<file path="src/sv/wtc_pkg.sv">
// ----------------------------------------------------------------------------
// wtc_pkg
// Shared types and constants for the weighted texture compositor.
// ----------------------------------------------------------------------------
package wtc_pkg;

   localparam int BYTE_W    = 8;
   localparam int PIXEL_W   = 32;
   localparam int WEIGHT_W  = 9;
   localparam int MODE_W    = 2;
   localparam int LANES     = 3;
   localparam int CSR_IDX_W = 4;
   localparam int PROD_W    = BYTE_W + WEIGHT_W;
   localparam int SUM_W     = PROD_W + 2;
   localparam int TAT_W     = 2 * BYTE_W + 1;

   localparam logic [BYTE_W-1:0] BYTE_MAX = 8'hFF;

   typedef logic [MODE_W-1:0]   mode_type;
   typedef logic [WEIGHT_W-1:0] weight_type;
   typedef logic [BYTE_W-1:0]   byte_type;
   typedef logic [PIXEL_W-1:0]  pixel_type;

   // blend modes
   localparam mode_type MODE_OVERLAY = 2'd0;
   localparam mode_type MODE_BLEND2  = 2'd1;
   localparam mode_type MODE_BLEND3  = 2'd2;
   localparam mode_type MODE_TATTOO  = 2'd3;

   // register indexes
   localparam logic [CSR_IDX_W-1:0] REG_BLEND_MODE    = 4'd0;
   localparam logic [CSR_IDX_W-1:0] REG_WEIGHT_DEST   = 4'd1;
   localparam logic [CSR_IDX_W-1:0] REG_WEIGHT_FIRST  = 4'd2;
   localparam logic [CSR_IDX_W-1:0] REG_WEIGHT_SECOND = 4'd3;

   localparam weight_type WEIGHT_ONE = 9'd256;

   typedef struct packed {
      mode_type   mode;
      weight_type weight_dest;
      weight_type weight_first;
      weight_type weight_second;
   } lane_cfg_type;

endpackage

</file>
<file path="src/sv/wtc_lane.sv">
// ----------------------------------------------------------------------------
// wtc_lane
// One colour byte: weighted sum with saturation, then tattoo interpolation.
// ----------------------------------------------------------------------------
module wtc_lane (
   input  logic                  clock,
   input  logic                  advance,
   input  wtc_pkg::lane_cfg_type cfg,
   input  wtc_pkg::byte_type     dest_byte,
   input  wtc_pkg::byte_type     first_byte,
   input  wtc_pkg::byte_type     second_byte,
   input  wtc_pkg::byte_type     tattoo_byte,
   input  wtc_pkg::byte_type     tattoo_alpha,
   output wtc_pkg::byte_type     lane_byte
);

   // stage 1: weight products
   logic [wtc_pkg::PROD_W-1:0] prod_dest_ff, prod_first_ff, prod_second_ff;
   wtc_pkg::byte_type          tat1_ff, alpha1_ff;

   // stage 2: saturated blend byte
   logic [wtc_pkg::SUM_W-1:0]   sum_in;
   logic [wtc_pkg::SUM_W-9:0]   sum_shift;
   wtc_pkg::byte_type           blend_in;
   wtc_pkg::byte_type           blend2_ff, tat2_ff, alpha2_ff;

   // stage 3: interpolation products
   logic [2*wtc_pkg::BYTE_W-1:0] prod_blend_ff, prod_tat_ff;
   wtc_pkg::byte_type            blend3_ff;
   wtc_pkg::byte_type            inv_alpha;

   logic [wtc_pkg::TAT_W-1:0] mix;
   logic [wtc_pkg::TAT_W-1:0] div_acc;
   wtc_pkg::byte_type         quot;

   always_ff @(posedge clock) begin
      if (advance) begin
         prod_dest_ff   <= wtc_pkg::PROD_W'(dest_byte)   * wtc_pkg::PROD_W'(cfg.weight_dest);
         prod_first_ff  <= wtc_pkg::PROD_W'(first_byte)  * wtc_pkg::PROD_W'(cfg.weight_first);
         prod_second_ff <= wtc_pkg::PROD_W'(second_byte) * wtc_pkg::PROD_W'(cfg.weight_second);
         tat1_ff        <= tattoo_byte;
         alpha1_ff      <= tattoo_alpha;
      end
   end

   always_comb begin
      sum_in = wtc_pkg::SUM_W'(prod_dest_ff) + wtc_pkg::SUM_W'(prod_first_ff);
      if (cfg.mode == wtc_pkg::MODE_BLEND3 || cfg.mode == wtc_pkg::MODE_TATTOO) begin
         sum_in = sum_in + wtc_pkg::SUM_W'(prod_second_ff);
      end
      sum_shift = sum_in[wtc_pkg::SUM_W-1:8];
      // saturate anything past one byte
      if (|sum_shift[wtc_pkg::SUM_W-9:wtc_pkg::BYTE_W]) begin
         blend_in = wtc_pkg::BYTE_MAX;
      end else begin
         blend_in = sum_shift[wtc_pkg::BYTE_W-1:0];
      end
   end

   always_ff @(posedge clock) begin
      if (advance) begin
         blend2_ff <= blend_in;
         tat2_ff   <= tat1_ff;
         alpha2_ff <= alpha1_ff;
      end
   end

   assign inv_alpha = wtc_pkg::BYTE_MAX - alpha2_ff;

   always_ff @(posedge clock) begin
      if (advance) begin
         prod_blend_ff <= 16'(blend2_ff) * 16'(inv_alpha);
         prod_tat_ff   <= 16'(tat2_ff) * 16'(alpha2_ff);
         blend3_ff     <= blend2_ff;
      end
   end

   // exact floor(x / 255) for x up to 255 * 255: (x + (x >> 8) + 1) >> 8
   always_comb begin
      mix     = wtc_pkg::TAT_W'(prod_blend_ff) + wtc_pkg::TAT_W'(prod_tat_ff);
      div_acc = mix + wtc_pkg::TAT_W'(mix[15:8]) + wtc_pkg::TAT_W'(1);
      quot    = div_acc[15:8];
   end

   assign lane_byte = (cfg.mode == wtc_pkg::MODE_TATTOO) ? quot : blend3_ff;

endmodule

</file>
<file path="src/sv/wtc_merge.sv">
// ----------------------------------------------------------------------------
// wtc_merge
// Combines the lane bytes with destination alpha, or picks the overlay pixel.
// ----------------------------------------------------------------------------
module wtc_merge (
   input  wtc_pkg::mode_type                    mode,
   input  wtc_pkg::pixel_type                   dest_pixel,
   input  wtc_pkg::pixel_type                   first_pixel,
   input  logic [wtc_pkg::LANES*wtc_pkg::BYTE_W-1:0] lane_bytes,
   output wtc_pkg::pixel_type                   result_pixel
);

   always_comb begin
      if (mode == wtc_pkg::MODE_OVERLAY) begin
         // first source wins where its alpha is nonzero
         if (|first_pixel[wtc_pkg::PIXEL_W-1:wtc_pkg::LANES*wtc_pkg::BYTE_W]) begin
            result_pixel = first_pixel;
         end else begin
            result_pixel = dest_pixel;
         end
      end else begin
         result_pixel = {dest_pixel[wtc_pkg::PIXEL_W-1:wtc_pkg::LANES*wtc_pkg::BYTE_W],
                         lane_bytes};
      end
   end

endmodule

</file>
<file path="src/sv/weighted_texture_compositor.sv">
// ----------------------------------------------------------------------------
// weighted_texture_compositor
// RGBA8888 compositor: overlay, two/three-way weighted blend, tattoo blend.
// ----------------------------------------------------------------------------
//  channel | direction | handshake             | payload
//  req     | in        | req_tvalid/req_tready | dest, first, second, tattoo pixels
//  rsp     | out       | rsp_tvalid/rsp_tready | result pixel
//  csr     | in        | csr_we                | csr_index, csr_wdata
//
//  one pixel per cycle sustained while rsp_tready allows; four register stages, the
//  last of them holding the result pixel
//  three colour lanes run side by side, each a multiply, saturate, multiply chain
//  a stalled result holds the whole pipeline; req_tready follows the output slot
//  synchronous reset clears valids and restores register defaults
// ----------------------------------------------------------------------------
module weighted_texture_compositor (
   input  logic                              clock,
   input  logic                              reset,
   // dest_pixel, first_pixel, second_pixel, tattoo_pixel
   input  logic [4*wtc_pkg::PIXEL_W-1:0]     req_tdata,
   input  logic                              req_tvalid,
   output logic                              req_tready,
   // result_pixel
   output logic [wtc_pkg::PIXEL_W-1:0]       rsp_tdata,
   output logic                              rsp_tvalid,
   input  logic                              rsp_tready,
   input  logic                              csr_we,
   input  logic [wtc_pkg::CSR_IDX_W-1:0]     csr_index,
   input  logic [wtc_pkg::WEIGHT_W-1:0]      csr_wdata
);

   localparam int PW = wtc_pkg::PIXEL_W;
   localparam int BW = wtc_pkg::BYTE_W;

   wtc_pkg::lane_cfg_type cfg_ff;
   logic                  advance;
   logic                  v1_ff, v2_ff, v3_ff, out_valid_ff;
   wtc_pkg::pixel_type    dest1_ff, dest2_ff, dest3_ff;
   wtc_pkg::pixel_type    first1_ff, first2_ff, first3_ff;
   wtc_pkg::pixel_type    result_in, result_ff;
   logic [wtc_pkg::LANES*BW-1:0] lane_bytes;

   wtc_pkg::pixel_type dest_px, first_px, second_px, tattoo_px;

   assign dest_px   = req_tdata[PW-1:0];
   assign first_px  = req_tdata[2*PW-1:PW];
   assign second_px = req_tdata[3*PW-1:2*PW];
   assign tattoo_px = req_tdata[4*PW-1:3*PW];

   // register file
   always_ff @(posedge clock) begin
      if (reset) begin
         cfg_ff.mode          <= wtc_pkg::MODE_OVERLAY;
         cfg_ff.weight_dest   <= wtc_pkg::WEIGHT_ONE;
         cfg_ff.weight_first  <= '0;
         cfg_ff.weight_second <= '0;
      end else if (csr_we) begin
         unique case (csr_index)
            wtc_pkg::REG_BLEND_MODE:    cfg_ff.mode <= csr_wdata[wtc_pkg::MODE_W-1:0];
            wtc_pkg::REG_WEIGHT_DEST:   cfg_ff.weight_dest <= csr_wdata;
            wtc_pkg::REG_WEIGHT_FIRST:  cfg_ff.weight_first <= csr_wdata;
            wtc_pkg::REG_WEIGHT_SECOND: cfg_ff.weight_second <= csr_wdata;
            default: ;
         endcase
      end
   end

   assign advance    = !out_valid_ff || rsp_tready;
   assign req_tready = advance;

   always_ff @(posedge clock) begin
      if (reset) begin
         v1_ff        <= 1'b0;
         v2_ff        <= 1'b0;
         v3_ff        <= 1'b0;
         out_valid_ff <= 1'b0;
      end else if (advance) begin
         v1_ff        <= req_tvalid;
         v2_ff        <= v1_ff;
         v3_ff        <= v2_ff;
         out_valid_ff <= v3_ff;
      end
   end

   // pixels needed by the merge ride alongside the lanes
   always_ff @(posedge clock) begin
      if (advance) begin
         dest1_ff  <= dest_px;
         dest2_ff  <= dest1_ff;
         dest3_ff  <= dest2_ff;
         first1_ff <= first_px;
         first2_ff <= first1_ff;
         first3_ff <= first2_ff;
         result_ff <= result_in;
      end
   end

   for (genvar k = 0; k < wtc_pkg::LANES; k++) begin : g_lane
      wtc_lane u_lane (
         .clock        (clock),
         .advance      (advance),
         .cfg          (cfg_ff),
         .dest_byte    (dest_px[k*BW +: BW]),
         .first_byte   (first_px[k*BW +: BW]),
         .second_byte  (second_px[k*BW +: BW]),
         .tattoo_byte  (tattoo_px[k*BW +: BW]),
         .tattoo_alpha (tattoo_px[PW-1 -: BW]),
         .lane_byte    (lane_bytes[k*BW +: BW])
      );
   end

   wtc_merge u_merge (
      .mode         (cfg_ff.mode),
      .dest_pixel   (dest3_ff),
      .first_pixel  (first3_ff),
      .lane_bytes   (lane_bytes),
      .result_pixel (result_in)
   );

   assign rsp_tdata  = result_ff;
   assign rsp_tvalid = out_valid_ff;

endmodule

</file>
<file path="config.mk">
export PLATFORM = sky130hd
export DESIGN_NAME = weighted_texture_compositor
export DESIGN_NICKNAME = d
export VERILOG_FILES = /design/src/sv/wtc_pkg.sv /design/src/sv/wtc_lane.sv /design/src/sv/wtc_merge.sv /design/src/sv/weighted_texture_compositor.sv
export SDC_FILE = /design/constraint.sdc
export NUM_CORES = 2
export LEC_CHECK = 0
export BUFFER_PORTS_ARGS = -buffer_cell sky130_fd_sc_hd__buf_2
export CORE_MARGIN = 2
export CORE_UTILIZATION = 43
export DETAILED_ROUTE_END_ITERATION = 16
export GPL_ROUTABILITY_DRIVEN = 0
export PLACE_DENSITY = 0.68
export SLEW_MARGIN = 20
export SYNTH_ARGS = -nofsm -noshare
export SYNTH_HDL_FRONTEND = slang
export SYNTH_SLANG_ARGS = --single-unit
</file>
<file path="constraint.sdc">
create_clock -name clock -period 16.7 [get_ports clock]
set_input_delay 0 -clock clock [delete_from_list [all_inputs] [get_ports clock]]
set_output_delay 0 -clock clock [all_outputs]
set_load 0.005 [all_outputs]
</file>
==> parameters.txt <==
Parameter                              Value

Route
  Count of vias placed by the detailed router ... 40,800
  Post-detailed-route DRC marker count ... 0
  Met2 wire length ... 67,000 um
  Met3 layer wire length in the routed design ... 6200 um
  Top Metal Used ... met5
  Routed via count divided by cell count ... 5.13
  Length of the first detailed-routing pass in iterations ... 5
  Post-detailed-route count of antenna-violating nets ... 0
  Average routed wire per standard cell ... 17.3 um
  Number of design-rule violations left by the first detailed-router iteration ... 2,288
  Met1 Routed Length ... 59,200 um
  Total wirelength of the detailed-routed design ... 138,000 um

Placed design
  Post-Place Cell Area ... 63,200 um^2
  Port buffer count ... 171
  Dpl hpwl ... 105,000 um
  Number of placed instances with taps included ... 7,684

GRT
  Pin count of the biggest net entering global routing ... 177
  Antenna violations before repair ... 15
  First-pass GRT wire length ... 224,000 um
  Number of global-route vias before repair ... 42,800
  Gr ovfl total ... 0
  GRT Overall Usage ... 19.8%

CTS
  Max clock buf depth ... 3
  Number of buffers added by the clock tree synthesis step ... 77
  CTS Root Cell ... sky130_fd_sc_hd__clkbuf_16
  Post-cts hold buffer count ... 132
  Count of instances resized after the clock tree is built ... 0
  # H-tree levels ... 3
  Clock-pin slew reported for the worst setup and hold paths after clock tree synthesis ... 60 ps
  CTS tree ... yes
  Sink count of the clock tree ... 618
  Insertion delay of the later-clocked pin in the worst-skew pair ... 670 ps
  Buffer count from post-CTS setup fixing ... 0

Yosys
  Cell area after synthesis ... 60,100 um^2
  Post-Synth Simple-Gate Area ... 15.6%
  Combinational family with the most area after synthesis ... adder cells
  Ys flop type ... sky130_fd_sc_hd__edfxtp_1
  Average instance area after synthesis ... 10.5 um^2
  Cells after synthesis ... 5,726
  Synthesized-area fraction occupied by ao, oa, aoi and oai cells ... 7.62%
  Ranking of synthesized cells by area ... sky130_fd_sc_hd__edfxtp_1, sky130_fd_sc_hd__fa_1, sky130_fd_sc_hd__ha_1, sky130_fd_sc_hd__and2_1, sky130_fd_sc_hd__inv_1
  Sequential fraction of the synthesis area ... 30.3%
  Multiplexer share of the synthesized area ... 1.09%
  Number of synthesis warnings ... 0
  Arithmetic-cell share of the synthesized area counting full adders, half adders and majority gates ... 34.8%
  Biggest area consumer among synthesized cells ... sky130_fd_sc_hd__edfxtp_1
  Count of flip-flops with a built-in enable after synthesis ... 585
  Number of synthesized register bits ... 618
  Proportion of register bits with asynchronous set or reset after synthesis ... 0%
  Yosys cell types ... 95
  Fraction of synthesized cell area taken by the top area cell type ... 29.2%
  Post-Synth XOR/XNOR Area ... 3.95%
  Total nets after synthesis ... 7,186

STA
  Pins over their slew limit ... 0
  Final period utilization ... 32.0%
  Timing-limited maximum frequency ... 0.187 GHz
  Final Hold Viols ... 0
  Actual slew at the worst max-slew pin ... 1090 ps
  RSZ-0062 raised after global routing ... no
  Post-Route Hold Slack ... 50.7 ps
  Endpoints failing setup ... 0
  Headroom to the max-slew limit ... 26.4%
  Final Critical Period ... 5340 ps
  Setup TNS ... 0 ps
  Clock Skew ... 45.5 ps

Critical path
  Biggest fanout along the worst timing path ... 16
  Crit path DAT ... 5740 ps
  Required time of the worst setup path ... 17,100 ps
  Startpoint kind of the worst setup timing path ... flop
  Type of element capturing the critical path ... flop
  Setup Crit Path Kind ... flop to flop

Die
  Row count ... 137
  Die height ... 378 um
  Area of the die ... 143,000 um^2
  Placeable core region ... 139,000 um^2
  Starting density of the core ... 43.2%
  Die boundary width ... 378 um
  Ports placed on the boundary ... 180

Final layout
  Area growth, synth to finish ... 11.6%
  Summed area of non-filler cells in the final layout ... 67,100 um^2
  Final cell count without fillers ... 7,963
  Proportion of layout cells with a drive suffix above 1 ... 6.45%
  Final Net Count ... 7,479
  End-of-flow core utilization ... 48.2%
  Number of fill cells ... 12,700

Run
  Max-cap violations ... 0

Power and ir drop
  Reported leakage power ... 0.0329 uW
  Worst IR Drop VDD ... 0.129 mV
  Power per standard cell area ... 124 nW/um^2

Hold path
  Kind of path behind the tightest hold check ... input pin to flop

Status
  Outcome ... finished, final reports clean
==> cell families (layout without fill, tap and decap cells) <==
group | Yosys count | after routing
xor+xnor | 270 | 270
flops | 618 | 618
compound gates | 673 | 673
fa+ha+maj | 1314 | 1314
mux | 64 | 64
buf+inv | 1044 | 1397
simple gates | 1743 | 1743
other cells | 0 | 8
==> flip-flops by register name, indices dropped and copies added (netlist names), 24 cells and up <==
| signal | count |
|---|---|
| first3_ff | 32 |
| dest2_ff | 32 |
| g_lane.u_lane.blend2_ff | 24 |
| first2_ff | 32 |
| g_lane.u_lane.prod_first_ff | 51 |
| g_lane.u_lane.prod_tat_ff | 48 |
| first1_ff | 32 |
| cfg_ff | 29 |
| g_lane.u_lane.blend3_ff | 24 |
| g_lane.u_lane.prod_blend_ff | 48 |
| dest3_ff | 32 |
| rsp_tdata | 32 |
| dest1_ff | 32 |
| g_lane.u_lane.tat2_ff | 24 |
| g_lane.u_lane.prod_second_ff | 51 |
| g_lane.u_lane.tat1_ff | 24 |
| g_lane.u_lane.prod_dest_ff | 51 |
==> final timing paths <==
path              cells past startpoint     startpoint                                 to  slack [ps]
setup / recovery                     17     cfg_ff[21]  g_lane[0].u_lane.prod_dest_ff[15]       11360
hold / removal                        2  req_tdata[97]        g_lane[0].u_lane.tat1_ff[1]          50
setup reg to reg                     17     cfg_ff[21]  g_lane[0].u_lane.prod_dest_ff[15]       11360
hold reg to reg                       0    dest1_ff[4]                        dest2_ff[4]         420
==> cells in the mapped netlist, types with 10 or more instances <==
cell type	count
sky130_fd_sc_hd__a21boi_0	19
sky130_fd_sc_hd__and2_1	644
sky130_fd_sc_hd__o2111ai_1	21
sky130_fd_sc_hd__edfxtp_1	585
sky130_fd_sc_hd__o41a_1	11
sky130_fd_sc_hd__a21o_1	83
sky130_fd_sc_hd__clkbuf_1	119
sky130_fd_sc_hd__fa_1	600
sky130_fd_sc_hd__o211ai_1	18
sky130_fd_sc_hd__xnor2_1	203
sky130_fd_sc_hd__nor3_1	73
sky130_fd_sc_hd__a211o_1	16
sky130_fd_sc_hd__dfxtp_1	33
sky130_fd_sc_hd__mux2i_1	62
sky130_fd_sc_hd__a211oi_1	25
sky130_fd_sc_hd__xor2_1	66
sky130_fd_sc_hd__ha_1	714
sky130_fd_sc_hd__o21a_1	29
sky130_fd_sc_hd__o21ai_0	151
sky130_fd_sc_hd__nor2_1	211
sky130_fd_sc_hd__nor2b_1	187
sky130_fd_sc_hd__or3_1	26
sky130_fd_sc_hd__nand2_1	363
sky130_fd_sc_hd__a21oi_1	145
sky130_fd_sc_hd__or2_2	18
sky130_fd_sc_hd__and3_1	19
sky130_fd_sc_hd__a31oi_1	22
sky130_fd_sc_hd__a41o_1	13
sky130_fd_sc_hd__nand2b_1	83
sky130_fd_sc_hd__o21bai_1	10
sky130_fd_sc_hd__nand4_1	10
sky130_fd_sc_hd__o21ai_1	11
sky130_fd_sc_hd__nand3_1	67
sky130_fd_sc_hd__inv_1	915
==> worst max-delay path: stages, from the launching register on <==
cell	delay (ps)
sky130_fd_sc_hd__dfxtp_1	810
sky130_fd_sc_hd__buf_4	330
sky130_fd_sc_hd__nand2_1	80
sky130_fd_sc_hd__fa_1	470
sky130_fd_sc_hd__fa_1	550
sky130_fd_sc_hd__inv_1	50
sky130_fd_sc_hd__fa_1	510
sky130_fd_sc_hd__inv_1	60
sky130_fd_sc_hd__fa_1	480
sky130_fd_sc_hd__inv_1	40
sky130_fd_sc_hd__ha_1	310
sky130_fd_sc_hd__a21boi_0	160
sky130_fd_sc_hd__o21ai_0	190
sky130_fd_sc_hd__nand2b_1	100
sky130_fd_sc_hd__a21o_1	220
sky130_fd_sc_hd__a41o_1	270
sky130_fd_sc_hd__o41ai_1	330
sky130_fd_sc_hd__xnor2_1	100
==> metrics by stage <==
stage	power (uW)	setup WS, ps
after detailed placement	6520	11360
after global routing	9030	11150
after global placement	6420	11340
final	8310	11360
after CTS	8350	11330
after floorplan	5570	8170
==> power by group <==
part	internal [uW]	switching (uW)	leakage, uW	total [uW]
Combinational	1890	2480	0.0249	4370
Sequential	2070	149	0.00667	2220
Clock	1030	698	0.00126	1730
==> per-layer routing <==
| metal | track usage (%) | vias to the layer above |
|---|---|---|
| met3 | 2.52 | 244 |
| li1 | - | 19500 |
| met1 | 25.1 | 20200 |
| met2 | 34.4 | 837 |
| met4 | 7.88 | 12 |
| met5 | 0 | - |
==> placed cells by master (no fill, tap or decap), drive strengths merged, types with 10 or more instances in the layout <==
master,synthesis,layout
a211o,16,16
a211oi,27,27
a21boi,22,22
a21o,83,83
a21oi,148,148
a31oi,22,22
a41o,13,13
and2,644,644
and3,19,19
buf,9,211
bufinv,0,10
clkbuf,120,88
clkinv,0,29
dfxtp,33,33
dlygate4sd3,0,132
edfxtp,585,585
fa,600,600
ha,714,714
inv,915,922
mux2i,63,63
nand2,363,363
nand2b,83,83
nand3,69,69
nand4,11,11
nor2,212,212
nor2b,188,188
nor3,74,74
o2111ai,21,21
o211ai,20,20
o21a,29,29
o21ai,162,162
o21bai,10,10
o311ai,11,11
o41a,11,11
or2,18,18
or3,27,27
xnor2,204,204
xor2,66,66
==> layout make-up <==
type / instances / area [um^2] / area share, %
flip-flops and latches: 618 / 18200 / 27.2
clock inverters: 51 / 592 / 0.882
multi-input cells: 4064 / 38000 / 56.6
diodes: 8 / 20.0 / 0.0298
clock buffers: 88 / 2010 / 3.00
repair buffers: 343 / 2490 / 3.71
inverters: 915 / 3430 / 5.12
well taps: 1876 / 2350 / 3.50
No activity file was read; power rests on OpenSTA's default activity.
